<file path="src/rtl/brc_pkg.sv">
package brc_pkg;

  // Register indexes on the calibration write port.
  typedef enum logic [2:0] {
    REG_SENS_BASE       = 3'd0,
    REG_OFF_BASE        = 3'd1,
    REG_SENS_TEMP_COEFF = 3'd2,
    REG_OFF_TEMP_COEFF  = 3'd3,
    REG_REF_TEMP        = 3'd4,
    REG_TEMP_GAIN       = 3'd5
  } brc_reg_t;

  typedef struct packed {
    logic [15:0] sens_base;
    logic [15:0] off_base;
    logic [15:0] sens_temp_coeff;
    logic [15:0] off_temp_coeff;
    logic [15:0] ref_temp;
    logic [15:0] temp_gain;
  } brc_cal_t;

  localparam brc_cal_t CAL_RESET = '{
    sens_base:       16'd40127,
    off_base:        16'd36924,
    sens_temp_coeff: 16'd23317,
    off_temp_coeff:  16'd23282,
    ref_temp:        16'd33464,
    temp_gain:       16'd28312
  };

  typedef struct packed {
    logic [23:0] raw_pressure;
    logic [23:0] raw_temperature;
  } sample_t;

  typedef struct packed {
    logic signed [18:0] temp_centideg;
    logic signed [31:0] press_centimbar;
  } result_t;

  // Temperature thresholds in 0.01 degC.
  localparam logic signed [19:0] TEMP_MID  = 20'sd2000;
  localparam logic signed [19:0] TEMP_COLD = -20'sd1500;

  localparam int unsigned NUM_STAGES = 11;

  // Signed division by 2^sh, truncating toward zero.
  function automatic logic signed [63:0] trunc_shift(input logic signed [63:0] x,
                                                     input int unsigned sh);
    logic signed [63:0] bias;
    bias = x[63] ? $signed((64'd1 << sh) - 64'd1) : 64'sd0;
    return (x + bias) >>> sh;
  endfunction

endpackage

</file>
<file path="src/rtl/brc_cfg.sv">
module brc_cfg
  import brc_pkg::*;
(
  input  logic        clk,
  input  logic        rst,
  input  logic        cfg_we,
  input  logic [2:0]  cfg_index,
  input  logic [15:0] cfg_data,
  output brc_cal_t    cal
);

  always_ff @(posedge clk) begin
    if (rst) begin
      cal <= CAL_RESET;
    end else if (cfg_we) begin
      case (brc_reg_t'(cfg_index))
        REG_SENS_BASE:       cal.sens_base       <= cfg_data;
        REG_OFF_BASE:        cal.off_base        <= cfg_data;
        REG_SENS_TEMP_COEFF: cal.sens_temp_coeff <= cfg_data;
        REG_OFF_TEMP_COEFF:  cal.off_temp_coeff  <= cfg_data;
        REG_REF_TEMP:        cal.ref_temp        <= cfg_data;
        REG_TEMP_GAIN:       cal.temp_gain       <= cfg_data;
        default: begin
        end
      endcase
    end
  end

endmodule

</file>
<file path="config.mk">
export PLATFORM = sky130hd
export DESIGN_NAME = brc_cfg
export DESIGN_NICKNAME = d
export VERILOG_FILES = /design/src/rtl/brc_pkg.sv /design/src/rtl/brc_cfg.sv
export SDC_FILE = /design/constraint.sdc
export NUM_CORES = 1
export LEC_CHECK = 0
export ABC_AREA = 0
export ABC_CLOCK_PERIOD_IN_PS = 1780
export BUFFER_PORTS_ARGS = -buffer_cell sky130_fd_sc_hd__buf_2
export CAP_MARGIN = 20
export CORE_MARGIN = 4
export CORE_UTILIZATION = 45
export CTS_CLUSTER_DIAMETER = 60
export DETAILED_ROUTE_END_ITERATION = 16
export GPL_TIMING_DRIVEN = 1
export PLACE_DENSITY_LB_ADDON = 0.15
export SLEW_MARGIN = 20
export SYNTH_ARGS = -nofsm -noshare
export SYNTH_HDL_FRONTEND = slang
export SYNTH_SLANG_ARGS = --single-unit
export TNS_END_PERCENT = 1
</file>
<file path="constraint.sdc">
create_clock -name clk -period 1.78 [get_ports clk]
set_input_delay 0.178 -clock clk [delete_from_list [all_inputs] [get_ports clk]]
set_output_delay 0.178 -clock clk [all_outputs]
set_load 0.02 [all_outputs]
</file>
==> out/qor.yml, run 1 <==
crit_path_end_kind: "output port"
syn_nets: 377
clk_path_buf_depth: 2
vias: 2744
p_leak_nw: 2.32
rsz0062_at_grt: "no"
r2r_end: "cal[10]"
holdPathStages: 3
dp_hpwl_microns: 6670
r2r_cells: 2
core_sq_um: 8180
die_h_microns: 99.4
hold_path_class: "primary input to flop"
grt_pass1_wl_microns: 14500
critPathMaxFanout: 2
min_period_over_period_pct: 60.1
rrSetupSlack_ps: 1120
ant_nets: 0
synth_seq_area_share_pct: 51.1
tns_ps: 0
io_pins: 118
cts_resized: 0
h-tree-depth: 3
fmax_ghz: 0.935
post-synth-top-area-cell: "dfxtp_1"
dieArea_sq_um: 9880
avgSynthCellArea_sq_um: 10.6
fin_nets: 491
grt_use_total_pct: 18.7
post-cts-setup-buffers: 0
drc_errors: 0
io_buffers: 117
clock_latency_ps: 350
totalPowerFinal_mw: 4.04
root_buffer: "clkbuf_8"
gp_congestion: 0.783
grt_start_max_net_pins: 52
vdd_drop_max_mv: 0.404
avgRoutedWirePerCell_microns: 15.8
maxSlewViolCount: 0
largest_reg_flops: 96
postCtsHoldBufs: 0
ys.warnings.count: 0
antenna_found_initial: 0
clk_pin_slew_worst_paths_ps: 100
skew_ps: 0
setup.worst_path.start: "cal[91]"
post_synth_num_cell_types: 14
crit_buf_inv: 1
synth_top_area_share_pct: 51.1
viasPerCell: 4.74
drive_above_1_share_pct: 31.4
startpoint_type: "flop"
layout_min_cycle_time_ps: 1070
clock_sinks: 96
crit_path_cell_trace: "buf_2"
rows: 33
synthCells: 355
cp.required_ps: 1600
start_util_pct: 46.0
largestRegisters: "cal: 96 flops"
die_x_microns: 99.4
cpMaxStageDelayCell: "dfxtp_1"
wirelength_microns: 9130
first_iter_violations: 56
critPathTopFamily: "flip-flops"
syn_to_final_growth_pct: 24.1
p_per_area_nw_per_um2: 866
reg2reg_from: "cal[10]"
hold_viol_final: 0
grt_overflow: 0
grt_pass1_vias: 2795
worstSetupPathType: "flop to output port"
synth_area_sq_um: 3760
synth_area_leaders: "dfxtp_1 (51%), mux2i_1 (26%), nand2b_1 (10%)"
n_antenna_cell: 0
finalSetupViolCount: 0
dr.pass1.iters: 4
crit_path_max_incr_delay_ps: 360
max-slew-margin-rel_pct: 71.0
cts_tree: "done"
critPathArrivalTime_ps: 890
maxCapViolCount: 0
status: "complete, no violations"
cts_made_buffers: 9
cp.depth: 1
top_register: "cal"
synth-seq-cells: 96
critPathCapture: "cal[91]"
tightestPinTransition_ps: 434
[per-layer routing]
metal	global-route usage, %	wire (microns)
met1	25.1	4340
met2	29.7	4140
met3	4.63	540
met4	6.30	105
met5	0	0
[how the worst min path moves through the flow]
| stage | from | to | slack (ps) |
|---|---|---|---|
| 5_1_grt | cfg_data[8] | cal[56] | 100 |
| 3_5_place_dp | cal[73] | cal[73] | 460 |
| 4_1_cts | cfg_data[8] | cal[56] | 80 |
| 2_1_floorplan | cfg_data[13] | cal[13] | 350 |
| 3_3_place_gp | cal[64] | cal[64] | 460 |
| 6_report | cfg_data[8] | cal[56] | 90 |
[cells in the final DEF, fill, tap and decap left out]
cell        count
clkinv_4        1
nand2b_1       63
buf_12          1
inv_8           1
buf_2         116
or4b_4          1
dfxtp_1        96
buf_4          13
clkbuf_8        9
clkinvlp_4      2
nor4bb_2        1
inv_6           1
and4b_1         2
nor2_1         64
nand4b_1        2
clkinv_2        1
mux2i_1        96
nor4bb_4        1
bufinv_16       1
nand4bb_1       2
[cells in the mapped netlist, drive strengths merged]
cell type,n
mux2i,96
nand2b,63
dfxtp,96
nand4b,2
nor4bb,2
buf,12
nor2,64
nand4bb,2
and4b,2
clkbuf,15
or4b,1
[layout make-up]
class                           count  area, sq um
Timing Repair Buffer              130          698
Tap cell                          105          131
Clock buffer                        9          124
Fill cell                         771         3510
Sequential cell                    96         1920
Clock inverter                      7         78.8
Multi-Input combinational cell    232         1710
[through the flow]
step / hold WS [ps] / area (sq um) / worst slack [ps] / utilization [%] / std cells
global route: 101 / 4660 / 657 / 57.1 / 579
floorplan: 345 / 3760 / 472 / - / 355
detailed placement: 461 / 4460 / 403 / 54.6 / 563
CTS: 81.9 / 4660 / 695 / 57.1 / 579
global placement: 456 / 4460 / 422 / 54.6 / 563
finish: 92.9 / 4660 / 711 / 57.1 / 579
[report_power, final]
part	internal [mW]	switching (mW)
registers	2.19	0.0245
clock network	0.664	0.785
logic	0.148	0.223
[cells by family (layout without fill, tap and decap cells)]
| group | after synthesis | after routing | synth area share [%] |
|---|---|---|---|
| buffers and inverters | 27 | 146 | 3.90 |
| DFF | 96 | 96 | 51.1 |
| muxes | 96 | 96 | 25.6 |
| and+or+nand+nor | 136 | 136 | 19.4 |
Note: power is estimated with default switching activity, not from simulation.
==> run 2, diff against run 1 <==
- ABC_CLOCK_PERIOD_IN_PS: 1780 -> 1100
- clock period: 1.78 -> 1.1 ns (I/O delays scaled with it)
==> run 2 against run 1 <==
- clock skew unchanged
- final cell count up 1.2%
- utilization grew 1.6 points
- design area up 2.7%
- first-iteration DRC count increased by 13%
- non-clock buffer count up 7
- flip-flop and latch count unchanged
- global-route usage shrank 0.15 points
- sequential share of layout area decreased by 1.1 points
- register-to-register slack lost 660 ps
- highest routed layer unchanged
==> out/qor.yml, run 2 (synthesis results as in run 1) <==
crit_path_max_incr_delay_ps: 370  # about the same
clock_latency_ps: 340  # about the same
dieArea_sq_um: 9880  # unchanged
cts_made_buffers: 9  # unchanged
vias: 2836  # +3.4%
core_sq_um: 8180  # unchanged
postCtsHoldBufs: 0  # unchanged
critPathTopFamily: "flip-flops"
layout_min_cycle_time_ps: 1010
gr-usage-met3_pct: 4.84  # +0.21 points
hold_ws_ps: 57.6  # -35.3 ps
final_cell_mix: "buf_2 (116), mux2i_1 (96), dfxtp_1 (96), nor2_1 (64), nand2b_1 (63)"
ant_nets: 0  # unchanged
critPathMaxFanout: 2  # unchanged
dp_hpwl_microns: 6640  # -0.45%
r2r_cells: 2  # unchanged
grt_use_total_pct: 18.6  # -0.15 points
finalSetupViolCount: 0  # unchanged
startpoint_type: "flop"
min-delay-start: "cfg_data[5]"
cts_tree: "done"
crit_path_cell_trace: "buf_2"
post-route-util_pct: 58.6  # +1.6 points
largest_reg_flops: 96  # unchanged
clk_pin_slew_worst_paths_ps: 90  # about the same
maxSlewViolCount: 0  # unchanged
post-cts-setup-buffers: 0  # unchanged
syn_to_final_growth_pct: 27.5
h-tree-depth: 3  # unchanged
top_register: "cal"
status: "complete, no violations"
crit_buf_inv: 1  # unchanged
reg2reg_from: "cal[85]"
grt_overflow: 0  # unchanged
grt_pass1_vias: 2800  # +0.18%
min_period_over_period_pct: 91.5
drive_above_1_share_pct: 32.4  # +1.0 points
first_iter_violations: 63  # +13%
skew_ps: 0  # unchanged
holdPathStages: 3  # unchanged
io_buffers: 117  # unchanged
nFillCells: 723  # -6.2%
final_common_cell: "buf_2"
hold_path_class: "primary input to flop"
die_h_microns: 99.4  # unchanged
clk_path_buf_depth: 2  # unchanged
crit_path_end_kind: "output port"
cts_resized: 0  # unchanged
totalPowerFinal_mw: 6.87  # +70%
largestRegisters: "cal: 96 flops"
worstSetupPathType: "flop to output port"
cpMaxStageDelayCell: "dfxtp_1"
grt_pass1_wl_microns: 14500  # +0.24%
finish.instance_area_sq_um: 4790  # +2.7%
maxCapViolCount: 0  # unchanged
grt_use_met2_pct: 28.9  # -0.77 points
gp_congestion: 0.792  # +1.2%
dr.pass1.iters: 4  # unchanged
rsz0062_at_grt: "no"
p_per_area_nw_per_um2: 1430  # +66%
use_met1_pct: 25.3  # +0.27 points
rows: 33  # unchanged
n_antenna_cell: 0  # unchanged
start_util_pct: 46.0  # unchanged
grt_start_max_net_pins: 66  # +27%
clock_sinks: 96  # unchanged
cp.required_ps: 990  # -610 ps
drc_errors: 0  # unchanged
avgRoutedWirePerCell_microns: 15.5  # -1.7%
r2r_end: "cal[85]"
critPathArrivalTime_ps: 900  # about the same
vdd_drop_max_mv: 0.752  # +86%
antenna_found_initial: 0  # unchanged
root_buffer: "clkbuf_8"
p_leak_nw: 2.39  # +2.6%
fmax_ghz: 0.993
place_area_sq_um: 4550  # +2.0%
tightestPinTransition_ps: 377  # -57.7 ps
max-slew-margin-rel_pct: 74.8  # +3.8 points
io_pins: 118  # unchanged
hold_viol_final: 0  # unchanged
rrSetupSlack_ps: 460  # -660 ps
whs_endpoint: "cal[5]"
fin_nets: 498  # +1.4%
viasPerCell: 4.84  # +2.1%
wirelength_microns: 9080  # -0.51%
tns_ps: 0  # unchanged
setup.worst_path.start: "cal[76]"
die_x_microns: 99.4  # unchanged
grt_busiest_layer: "met2"
[run 2: area by class of cell]
cell class / instances / area [sq um] / area share [%]
sequential: 96 / 1920 / 40.1
multi-input combinational: 232 / 1710 / 35.7
timing repair buffer: 137 / 788 / 16.4
clock buffer: 12 / 165 / 3.45
tap: 105 / 131 / 2.74
clock inverter: 4 / 75.1 / 1.57
[run 2: worst max path at each step]
stage          endpoint  slack (ps)  depth (start not counted)
2_1_floorplan   cal[92]        -110                          5
3_3_place_gp    cal[92]        -130                          3
3_5_place_dp    cal[95]        -150                          3
4_1_cts         cal[34]          60                          1
5_1_grt         cal[34]          50                          1
6_report        cal[76]          90                          1
[run 2: stage by stage]
step	instances	setup slack, ps
3_3_place_gp	570	-133
6_report	586	93.2
3_5_place_dp	570	-154
4_1_cts	586	62.3
5_1_grt	586	45.5
2_1_floorplan	355	-108
[run 2: routing by layer]
metal	share of wire, %	up-vias
met5	0	-
met4	1.3	0
met3	6.5	13
met2	45	82
met1	47	1330
li1	-	1411
[run 2: where the power goes]
part	internal, mW	total (mW)	switching, mW
combinational	0.263	0.631	0.367
clock	1.47	2.65	1.18
sequential	3.55	3.59	0.0414
